--- config.mk ---
export PLATFORM = sky130hd
export DESIGN_NAME = binary_morphology_window_3x3
export DESIGN_NICKNAME = d
export VERILOG_FILES = /design/src/sv/bmw_pkg.sv /design/src/sv/bmw_line_mem.sv /design/src/sv/bmw_scan.sv /design/src/sv/bmw_match.sv /design/src/sv/binary_morphology_window_3x3.sv
export SDC_FILE = /design/constraint.sdc
export NUM_CORES = 2
export LEC_CHECK = 0
export BUFFER_PORTS_ARGS = -buffer_cell sky130_fd_sc_hd__buf_4
export CAP_MARGIN = 20
export CORE_MARGIN = 1.5
export CORE_UTILIZATION = 45
export CTS_CLUSTER_DIAMETER = 40
export DETAILED_ROUTE_END_ITERATION = 16
export HOLD_SLACK_MARGIN = 0.06
export SLEW_MARGIN = 10
export SYNTH_ARGS = -nofsm -noshare
export SYNTH_HDL_FRONTEND = slang
export SYNTH_HIERARCHICAL = 1
export SYNTH_SLANG_ARGS = --single-unit
--- constraint.sdc ---
create_clock -name clk -period 46.1 [get_ports clk]
set_input_delay 2.305 -clock clk [delete_from_list [all_inputs] [get_ports clk]]
set_output_delay 2.305 -clock clk [all_outputs]
set_load 0.02 [all_outputs]
--- src/sv/bmw_pkg.sv ---
// bmw_pkg: shared types and constants for the 3x3 binary morphology window
// holds mode codes, register indexes, window edge masks and the scan info struct
// no dependencies

package bmw_pkg;

    // mode register codes; anything with the high bit set is hit-or-miss
    localparam logic [1:0] MODE_DILATE  = 2'd0;
    localparam logic [1:0] MODE_ERODE   = 2'd1;
    localparam logic [1:0] MODE_HITMISS = 2'd2;

    // configuration register indexes
    localparam int unsigned CFG_IDX_W = 3;
    localparam int unsigned CFG_DATA_W = 13;

    localparam logic [CFG_IDX_W-1:0] REG_MODE     = 3'd0;
    localparam logic [CFG_IDX_W-1:0] REG_SE_CARE  = 3'd1;
    localparam logic [CFG_IDX_W-1:0] REG_SE_VALUE = 3'd2;
    localparam logic [CFG_IDX_W-1:0] REG_WIDTH    = 3'd3;
    localparam logic [CFG_IDX_W-1:0] REG_HEIGHT   = 3'd4;

    // register reset values
    localparam logic [1:0]  RST_MODE     = MODE_DILATE;
    localparam logic [8:0]  RST_SE_CARE  = 9'h1FF;
    localparam logic [8:0]  RST_SE_VALUE = 9'h1FF;
    localparam logic [10:0] RST_WIDTH    = 11'd640;
    localparam logic [12:0] RST_HEIGHT   = 13'd480;

    localparam logic [12:0] MAX_HEIGHT = 13'd4096;

    // pixel thresholds and output levels
    localparam logic [7:0] PIX_THRESH = 8'd127;
    localparam logic [7:0] VALUE_ON   = 8'd255;
    localparam logic [7:0] VALUE_OFF  = 8'd0;

    // window positions, row-major, bit0 top-left
    localparam logic [8:0] MASK_ALL    = 9'h1FF;
    localparam logic [8:0] MASK_LEFT   = 9'h049;
    localparam logic [8:0] MASK_RIGHT  = 9'h124;
    localparam logic [8:0] MASK_TOP    = 9'h007;
    localparam logic [8:0] MASK_BOTTOM = 9'h1C0;
    localparam logic [8:0] MASK_KEEP   = 9'h0DB;

    // per-item position info from the scan counter
    typedef struct packed {
        logic        has_res;
        logic        last;
        logic        clr;
        logic [8:0]  vmask;
        logic [9:0]  col;
        logic [11:0] row;
    } scan_info_t;

endpackage

--- src/sv/bmw_line_mem.sv ---
// bmw_line_mem: two-bit wide line memory, upper and middle line bits per column
// one write port, one registered read port; no reset on the array
// no dependencies

module bmw_line_mem #(
    parameter int unsigned DEPTH = 1024,
    parameter int unsigned AW    = 10
) (
    input  logic          clk,
    input  logic          rd_en,
    input  logic [AW-1:0] rd_addr,
    output logic [1:0]    rd_data,
    input  logic          wr_en,
    input  logic [AW-1:0] wr_addr,
    input  logic [1:0]    wr_data
);

    logic [1:0] mem [DEPTH];
    logic [1:0] rd_data_reg;

    always_ff @(posedge clk)
    begin
        if (wr_en)
        begin
            mem[wr_addr] <= wr_data;
        end
    end

    always_ff @(posedge clk)
    begin
        if (rd_en)
        begin
            rd_data_reg <= mem[rd_addr];
        end
    end

    assign rd_data = rd_data_reg;

endmodule

--- src/sv/bmw_scan.sv ---
// bmw_scan: input column/row counter and per-item result position info
// uses bmw_pkg for the edge masks and the scan_info_t struct

module bmw_scan #(
    parameter int unsigned AW        = 10,
    parameter int unsigned WW        = 11
) (
    input  logic                clk,
    input  logic                rst_n,
    input  logic                advance,
    input  logic [WW-1:0]       frame_w,
    input  logic [12:0]         frame_h,
    output logic [AW-1:0]       col_addr,
    output bmw_pkg::scan_info_t info
);

    logic [AW-1:0] col_reg, col_next;
    logic [12:0]   row_reg, row_next;
    logic [AW-1:0] cc;
    logic [12:0]   rr;
    logic [WW-1:0] cc_w, w_m1, col_inc;
    logic [12:0]   h_m1, h_p1, row_inc;
    logic          has, last, wrap;
    logic [8:0]    vmask;

    always_comb
    begin
        has  = ((col_reg != '0) && (row_reg != '0)) || (row_reg >= 13'd2);
        w_m1 = frame_w - WW'(1);
        h_m1 = frame_h - 13'd1;
        h_p1 = frame_h + 13'd1;

        // result lags one row and one column; column zero maps to the row end
        if (col_reg != '0)
        begin
            rr = row_reg - 13'd1;
            cc = col_reg - AW'(1);
        end
        else
        begin
            rr = row_reg - 13'd2;
            cc = AW'(w_m1);
        end
        cc_w = WW'(cc);

        vmask = bmw_pkg::MASK_ALL;
        if (cc == '0)
        begin
            vmask = vmask & ~bmw_pkg::MASK_LEFT;
        end
        if (cc_w >= w_m1)
        begin
            vmask = vmask & ~bmw_pkg::MASK_RIGHT;
        end
        if (rr == '0)
        begin
            vmask = vmask & ~bmw_pkg::MASK_TOP;
        end
        if (rr >= h_m1)
        begin
            vmask = vmask & ~bmw_pkg::MASK_BOTTOM;
        end

        last = has && (rr == h_m1) && (cc_w == w_m1);

        col_inc = WW'(col_reg) + WW'(1);
        row_inc = row_reg;
        wrap    = 1'b0;
        if (last)
        begin
            col_next = '0;
            row_next = '0;
        end
        else
        begin
            if (col_inc >= frame_w)
            begin
                col_next = '0;
                row_inc  = row_reg + 13'd1;
            end
            else
            begin
                col_next = AW'(col_inc);
            end
            // ran past the drain rows: restart the frame
            if (row_inc > h_p1)
            begin
                wrap     = 1'b1;
                col_next = '0;
                row_next = '0;
            end
            else
            begin
                row_next = row_inc;
            end
        end
    end

    always_ff @(posedge clk or negedge rst_n)
    begin
        if (!rst_n)
        begin
            col_reg <= '0;
            row_reg <= '0;
        end
        else if (advance)
        begin
            col_reg <= col_next;
            row_reg <= row_next;
        end
    end

    assign col_addr     = col_reg;
    assign info.has_res = has;
    assign info.last    = last;
    assign info.clr     = last || wrap;
    assign info.vmask   = vmask;
    assign info.col     = 10'(cc);
    assign info.row     = 12'(rr);

endmodule

--- src/sv/bmw_match.sv ---
// bmw_match: structuring element test over a masked 3x3 bit window
// uses bmw_pkg for the mode codes

module bmw_match (
    input  logic [1:0] mode,
    input  logic [8:0] se_care,
    input  logic [8:0] se_value,
    input  logic [8:0] win,
    output logic       hit
);

    logic [8:0] elem;
    logic [8:0] refl;

    always_comb
    begin
        elem = se_care & se_value;
        // reflect through the center for dilation
        for (int k = 0; k < 9; k++)
        begin
            refl[8-k] = win[k];
        end
        case (mode)
            bmw_pkg::MODE_DILATE: hit = (refl & elem) != '0;
            bmw_pkg::MODE_ERODE:  hit = (elem & ~win) == '0;
            default:              hit = ((win ^ se_value) & se_care) == '0;
        endcase
    end

endmodule

--- src/sv/binary_morphology_window_3x3.sv ---
// binary_morphology_window_3x3: streaming 3x3 binary dilation, erosion and hit-or-miss
// depends on bmw_pkg, bmw_line_mem, bmw_scan and bmw_match
//
//   channel  | signals                                  | dir | carries
//   ---------+------------------------------------------+-----+---------------------------
//   pixel    | pixel_valid, pixel_stall, pixel, flush    | in  | one raster pixel request
//   result   | result_valid, result_stall, value, col,   | out | one result pixel request
//            | row, frame_end                            |     |
//   cfg      | cfg_valid, cfg_ready, cfg_index, cfg_data | in  | register write request
//
// one pixel request per clock unless a stalled output holds it back; a result
// passes the line memory read, then the window update into the output register
// the line memory is read and written once per request; back-to-back requests to
// the same column (one-pixel-wide frames, restarts) use a forwarding register
// reset clears the counters, window and valid flags; the line memory needs no
// clearing pass since reads of never-written columns land only on masked positions
// pixel_stall rises only while a result is stuck behind a stalled output register

module binary_morphology_window_3x3 #(
    parameter int unsigned MAX_WIDTH = 1024
) (
    input  logic                              clk,
    input  logic                              rst_n,

    input  logic                              pixel_valid,
    output logic                              pixel_stall,
    input  logic [7:0]                        pixel,
    input  logic                              flush,

    output logic                              result_valid,
    input  logic                              result_stall,
    output logic [7:0]                        value,
    output logic [9:0]                        col,
    output logic [11:0]                       row,
    output logic                              frame_end,

    input  logic                              cfg_valid,
    output logic                              cfg_ready,
    input  logic [bmw_pkg::CFG_IDX_W-1:0]     cfg_index,
    input  logic [bmw_pkg::CFG_DATA_W-1:0]    cfg_data
);

    localparam int unsigned AW = $clog2(MAX_WIDTH);
    localparam int unsigned WW = $clog2(MAX_WIDTH + 1);
    localparam logic [12:0] MAXW13 = 13'(MAX_WIDTH);

    // configuration registers
    logic [1:0]  mode_reg;
    logic [8:0]  care_reg;
    logic [8:0]  sev_reg;
    logic [10:0] width_reg;
    logic [12:0] height_reg;

    // clamped frame size
    logic [WW-1:0] frame_w;
    logic [12:0]   frame_h;

    // scan counter
    logic [AW-1:0]       scan_col;
    bmw_pkg::scan_info_t scan_info;

    // stage 1: line memory data is back, window updates here
    logic                s1_vld_reg, s1_vld_next;
    logic [AW-1:0]       s1_addr_reg;
    logic                s1_bit_reg;
    bmw_pkg::scan_info_t s1_info_reg;
    logic                fwd_vld_reg;
    logic [1:0]          fwd_data_reg;
    logic [8:0]          win_reg, win_next;

    // output register
    logic        out_vld_reg, out_vld_next;
    logic [7:0]  out_value_reg;
    logic [9:0]  out_col_reg;
    logic [11:0] out_row_reg;
    logic        out_last_reg;

    logic       acc;
    logic       s1_go;
    logic       in_bit;
    logic [1:0] rd_data;
    logic [1:0] lines;
    logic       top_bit, mid_bit;
    logic [8:0] win_shift;
    logic [8:0] win_eff;
    logic       hit;

    // ---------------- configuration ----------------
    assign cfg_ready = 1'b1;

    always_ff @(posedge clk or negedge rst_n)
    begin
        if (!rst_n)
        begin
            mode_reg   <= bmw_pkg::RST_MODE;
            care_reg   <= bmw_pkg::RST_SE_CARE;
            sev_reg    <= bmw_pkg::RST_SE_VALUE;
            width_reg  <= bmw_pkg::RST_WIDTH;
            height_reg <= bmw_pkg::RST_HEIGHT;
        end
        else if (cfg_valid)
        begin
            case (cfg_index)
                bmw_pkg::REG_MODE:     mode_reg   <= cfg_data[1:0];
                bmw_pkg::REG_SE_CARE:  care_reg   <= cfg_data[8:0];
                bmw_pkg::REG_SE_VALUE: sev_reg    <= cfg_data[8:0];
                bmw_pkg::REG_WIDTH:    width_reg  <= cfg_data[10:0];
                bmw_pkg::REG_HEIGHT:   height_reg <= cfg_data[12:0];
                default:               ;
            endcase
        end
    end

    // zero counts as one; width clamps to the line memory depth, height to MAX_HEIGHT
    always_comb
    begin
        if (width_reg == '0)
        begin
            frame_w = WW'(1);
        end
        else if ({2'b00, width_reg} > MAXW13)
        begin
            frame_w = WW'(MAX_WIDTH);
        end
        else
        begin
            frame_w = WW'(width_reg);
        end

        if (height_reg == '0)
        begin
            frame_h = 13'd1;
        end
        else if (height_reg > bmw_pkg::MAX_HEIGHT)
        begin
            frame_h = bmw_pkg::MAX_HEIGHT;
        end
        else
        begin
            frame_h = height_reg;
        end
    end

    // ---------------- handshake ----------------
    // stage 1 moves unless its result would land on a full, stalled output register
    assign s1_go       = s1_vld_reg &&
                         (!s1_info_reg.has_res || !out_vld_reg || !result_stall);
    assign pixel_stall = s1_vld_reg && !s1_go;
    assign acc         = pixel_valid && !pixel_stall;

    // pixel to bit: zero on flush, hit-or-miss thresholds at mid grey, others nonzero
    always_comb
    begin
        if (flush)
        begin
            in_bit = 1'b0;
        end
        else if (mode_reg[1])
        begin
            in_bit = pixel > bmw_pkg::PIX_THRESH;
        end
        else
        begin
            in_bit = pixel != '0;
        end
    end

    // ---------------- stage 0: scan position and line memory read ----------------
    bmw_scan #(
        .AW        (AW),
        .WW        (WW)
    ) u_scan (
        .clk      (clk),
        .rst_n    (rst_n),
        .advance  (acc),
        .frame_w  (frame_w),
        .frame_h  (frame_h),
        .col_addr (scan_col),
        .info     (scan_info)
    );

    // entry is {upper, middle}; the column shifts middle into upper and the new bit
    // into middle
    bmw_line_mem #(
        .DEPTH (MAX_WIDTH),
        .AW    (AW)
    ) u_line_mem (
        .clk     (clk),
        .rd_en   (acc),
        .rd_addr (scan_col),
        .rd_data (rd_data),
        .wr_en   (s1_go),
        .wr_addr (s1_addr_reg),
        .wr_data ({mid_bit, s1_bit_reg})
    );

    // ---------------- stage 1: window update and decision ----------------
    assign lines   = fwd_vld_reg ? fwd_data_reg : rd_data;
    assign top_bit = lines[1];
    assign mid_bit = lines[0];

    // window shifts left by one column; new column enters at the right edge
    assign win_shift = ((win_reg >> 1) & bmw_pkg::MASK_KEEP) |
                       {s1_bit_reg, 2'b00, mid_bit, 2'b00, top_bit, 2'b00};
    assign win_eff   = win_shift & s1_info_reg.vmask;

    bmw_match u_match (
        .mode     (mode_reg),
        .se_care  (care_reg),
        .se_value (sev_reg),
        .win      (win_eff),
        .hit      (hit)
    );

    always_comb
    begin
        s1_vld_next = acc ? 1'b1 : (s1_go ? 1'b0 : s1_vld_reg);

        win_next = win_reg;
        if (s1_go)
        begin
            // frame end or wrap restarts the window after this result
            win_next = s1_info_reg.clr ? '0 : win_shift;
        end

        out_vld_next = out_vld_reg && result_stall;
        if (s1_go && s1_info_reg.has_res)
        begin
            out_vld_next = 1'b1;
        end
    end

    always_ff @(posedge clk or negedge rst_n)
    begin
        if (!rst_n)
        begin
            s1_vld_reg  <= 1'b0;
            fwd_vld_reg <= 1'b0;
            win_reg     <= '0;
            out_vld_reg <= 1'b0;
        end
        else
        begin
            s1_vld_reg  <= s1_vld_next;
            win_reg     <= win_next;
            out_vld_reg <= out_vld_next;
            if (acc)
            begin
                // same column written back this cycle: memory data would be stale
                fwd_vld_reg <= s1_go && (s1_addr_reg == scan_col);
            end
        end
    end

    always_ff @(posedge clk)
    begin
        if (acc)
        begin
            s1_addr_reg  <= scan_col;
            s1_bit_reg   <= in_bit;
            s1_info_reg  <= scan_info;
            fwd_data_reg <= {mid_bit, s1_bit_reg};
        end
        if (s1_go && s1_info_reg.has_res)
        begin
            out_value_reg <= hit ? bmw_pkg::VALUE_ON : bmw_pkg::VALUE_OFF;
            out_col_reg   <= s1_info_reg.col;
            out_row_reg   <= s1_info_reg.row;
            out_last_reg  <= s1_info_reg.last;
        end
    end

    assign result_valid = out_vld_reg;
    assign value        = out_value_reg;
    assign col          = out_col_reg;
    assign row          = out_row_reg;
    assign frame_end    = out_last_reg;

endmodule

==> impl_metrics.toml <==
[sta]
drv_slew = 0
rsz0062_at_grt = "no"
max_freq_ghz = 0.162
hold_viol_final = 0
hold_ws_ns = 0.414
min_period_over_period_pct = 13.4
period_needed_ns = 6.16
slew-limit-headroom_pct = 14.4
setup_viol = 0
worst_pin_slew_ns = 1.28
skew_ns = 0.0585
setup_tns_ns = 0
setup_slack_ns = 39.94

[routing]
drc = 0
num_vias = 52400
drtIter0Drc = 6087
ant_nets = 0
via_per_inst = 6.10
first_pass_iters = 8
wl_per_cell_um = 29.4
routed_wl_um = 252000

[global_route]
track_usage_pct = 24.1
antenna_found_initial = 18
grt_pass1_vias = 53000
grt_pass1_wl_um = 367000
overflow = 0
grt_max_degree = 227

[placement]
dp_cells = 8074
portBuffers = 62
gp_congestion = 0.827
preCtsSetupSlack_ns = 40.08
hpwl_um = 140000

[clocking]
numCtsBuffers = 302
clk_pin_slew_ns = 0.05
cts.sinks = 2197
cts_htree_levels = 5
clk_latency_ns = 0.94
clockBufferDepth = 4
holdBufCountCts = 0
cts_tree = "yes"
cts_resized = 0
cts_setup_buffers = 0
root_buffer = "clkbuf_16"

[layout]
finalNonFillerCells = 8595
fin_nets = 5781
area_growth_pct = 14.0
drive_gt1_share_pct = 21.5
largest_reg_flops = 2048
nFillCells = 16600

[worst_setup_path]
cp.arrival_ns = 6.97
crit_fanout = 113
crit_required_ns = 46.91
criticalPathCategory = "reg2reg"
reg2reg_depth = 19
cp-start-kind = "register"
end_kind = "register"

[floorplanning]
chipWidth_um = 457
chipHeight_um = 457
io_pins = 64
dieArea_mm2 = 0.209
start_util_pct = 45.3
row_count = 166
core_mm2 = 0.205

[pwr]
p_switching_w = 0.00183
sequentialPowerShare_pct = 39.5
ir_drop_uv = 52.0
p_int_w = 0.00436
sw_frac_of_total_pct = 29.6
combPwrFrac_pct = 23.8
power_frac_clock_pct = 36.7
powerDensity_mw_per_mm2 = 58.5
leakagePower_nw = 33.1

[logic_synthesis]
avgSynthCellArea_um2 = 16.5
synth_cells = 5634
syn_area_mm2 = 0.0928
syn_nets = 5723
synth_seq_cells = 2197
ys_warn_count = 6
synth_top_area_share_pct = 68.6
synth.area.top_cells = "edfxtp_1, mux4_2, nor2_1"
synth.largest_area_cell = "edfxtp_1"
synth_flop_cell = "edfxtp_1"
synthArstFlopShare_pct = 3.46
synth-seq-area-share_pct = 70.7
synth_edf_count = 2121
ys_types = 92

[status]
status = "complete, no violations"

[job]
drv_cap = 0

[worst_hold_path]
hold_class = "reg2reg"
hold_depth = 0
-- metal layers --
layer  track usage, %  vias to the layer above  wire length (um)
met1             33.1                    27500            102000
met2             38.7                     2305            121000
met5                0                        -                11
met3             4.66                      475             20900
met4             7.88                        2              7840
li1                 -                    22100                 -
-- final cells by class --
type                       instances  area [um^2]  area share [%]
tap                             2688         3360            3.18
clock inverter                   186         1990            1.88
clock buffer                     326         7800            7.37
antenna                            7         17.5          0.0166
multi-input combinational       2950        25100            23.7
sequential                      2197        65600            62.1
inverter                          46          184           0.174
timing repair buffer             195         1680            1.59
-- cell usage in the layout, fill, tap and decap left out, drive strengths merged, types with 9 or more instances in the layout --
cell,synthesis,layout
nand2b,17,17
o22ai,53,53
clkinv,2,95
bufinv,0,30
nor2b,44,44
inv,44,80
clkinvlp,0,27
dfrtp,52,52
and3,27,27
nor4,29,29
buf,180,195
nor3,64,64
a22o,15,15
mux4,449,449
and2,21,21
a22oi,45,45
dfstp,24,24
nand2,171,171
o21ai,63,63
xor2,29,29
nand3b,9,9
nor2,1089,1089
o221ai,84,84
edfxtp,2121,2121
ha,59,59
clkbuf,261,326
nand3,69,69
a221oi,15,15
nand4,28,28
a31oi,17,17
a211oi,13,13
a21o,16,16
nor3b,14,14
mux2,57,57
xnor2,45,45
o31ai,9,9
mux2i,213,213
a21oi,90,90
-- cells in the mapped netlist, types with 15 or more instances --
library cell  count
a21o_1           16
buf_2            32
nand3_1          66
and2_1           21
o221ai_1         83
inv_1            43
dfstp_2          24
dfrtp_1          52
edfxtp_1       2121
nand2b_1         17
mux2_2           36
mux2i_1         213
xor2_1           29
xnor2_1          45
a22oi_1          45
nor2b_1          43
nor4_1           24
buf_6            38
nor2_1         1088
mux4_2          449
nand4_1          28
o22ai_1          53
a22o_1           15
buf_4            39
and3_1           26
ha_1             59
a21oi_1          90
a31oi_1          17
nor3_1           62
clkbuf_1        261
buf_1            55
nand2_1         171
mux2_4           19
o21ai_0          59
-- critical path: stages, from the launching register on --
cell      delay (ns)
dfrtp_4         0.78
buf_12          0.52
nand3_1         0.30
nor2_1          0.20
xor2_1          0.23
ha_1            0.18
a21oi_1         0.06
o21ai_0         0.25
a31oi_1         0.15
a21boi_0        0.67
nand3_1         0.27
xnor2_1         0.19
ha_1            0.32
a21oi_1         0.16
o21ai_0         0.12
a221oi_1        0.29
a21o_1          0.36
nand3_1         0.46
nor2_1          0.27
a22o_1          0.17
-- power by group through the flow --
| stage | combinational [W] | clock, W | sequential, W |
|---|---|---|---|
| after floorplan | 0.00105 | 0 | 0.00263 |
| after global placement | 0.00146 | 0 | 0.00249 |
| after detailed placement | 0.00147 | 0 | 0.00249 |
| after CTS | 0.00148 | 0.00231 | 0.00245 |
| after global routing | 0.00157 | 0.00238 | 0.00245 |
| final | 0.00147 | 0.00227 | 0.00245 |
-- through the flow --
stage | power (W) | cell area [um^2] | util, %
3_5_place_dp | 0.00396 | 95900 | 46.9
6_report | 0.00619 | 106000 | 51.7
3_3_place_gp | 0.00395 | 95800 | 46.8
4_1_cts | 0.00623 | 106000 | 51.6
5_1_grt | 0.00641 | 106000 | 51.6
2_1_floorplan | 0.00368 | 92800 | -
-- final timing paths --
| check | startpoint | endpoint | slack, ns |
|---|---|---|---|
| max | u_scan/col_addr[1] | u_scan/col_addr[2] | 39.94 |
| min | s1_info_reg[32] | frame_end | 0.41 |
| max reg2reg | u_scan/col_addr[1] | u_scan/col_addr[2] | 39.94 |
| min reg2reg | s1_info_reg[32] | frame_end | 0.41 |
| max in group asynchronous | rst_n | u_scan/col_addr[2] | 43.66 |
| min in group asynchronous | rst_n | mode_reg[1] | 1.26 |
-- cell families (layout without fill, tap and decap cells) --
group                      count (synthesis)  count (layout)  synth area share [%]
DFF                                     2197            2197                  70.7
and+or+nand+nor                         1624            1624                  7.58
muxes                                    719             719                  14.0
buffers and inverters                    487             753                  2.68
AOI/OAI and AO/OA                        472             472                  3.57
xor gates and xnor gates                  74              74                 0.698
adders and majority gates                 59              59                 0.795
other                                      2               9               0.00809
(Power assumes the default switching activity.)
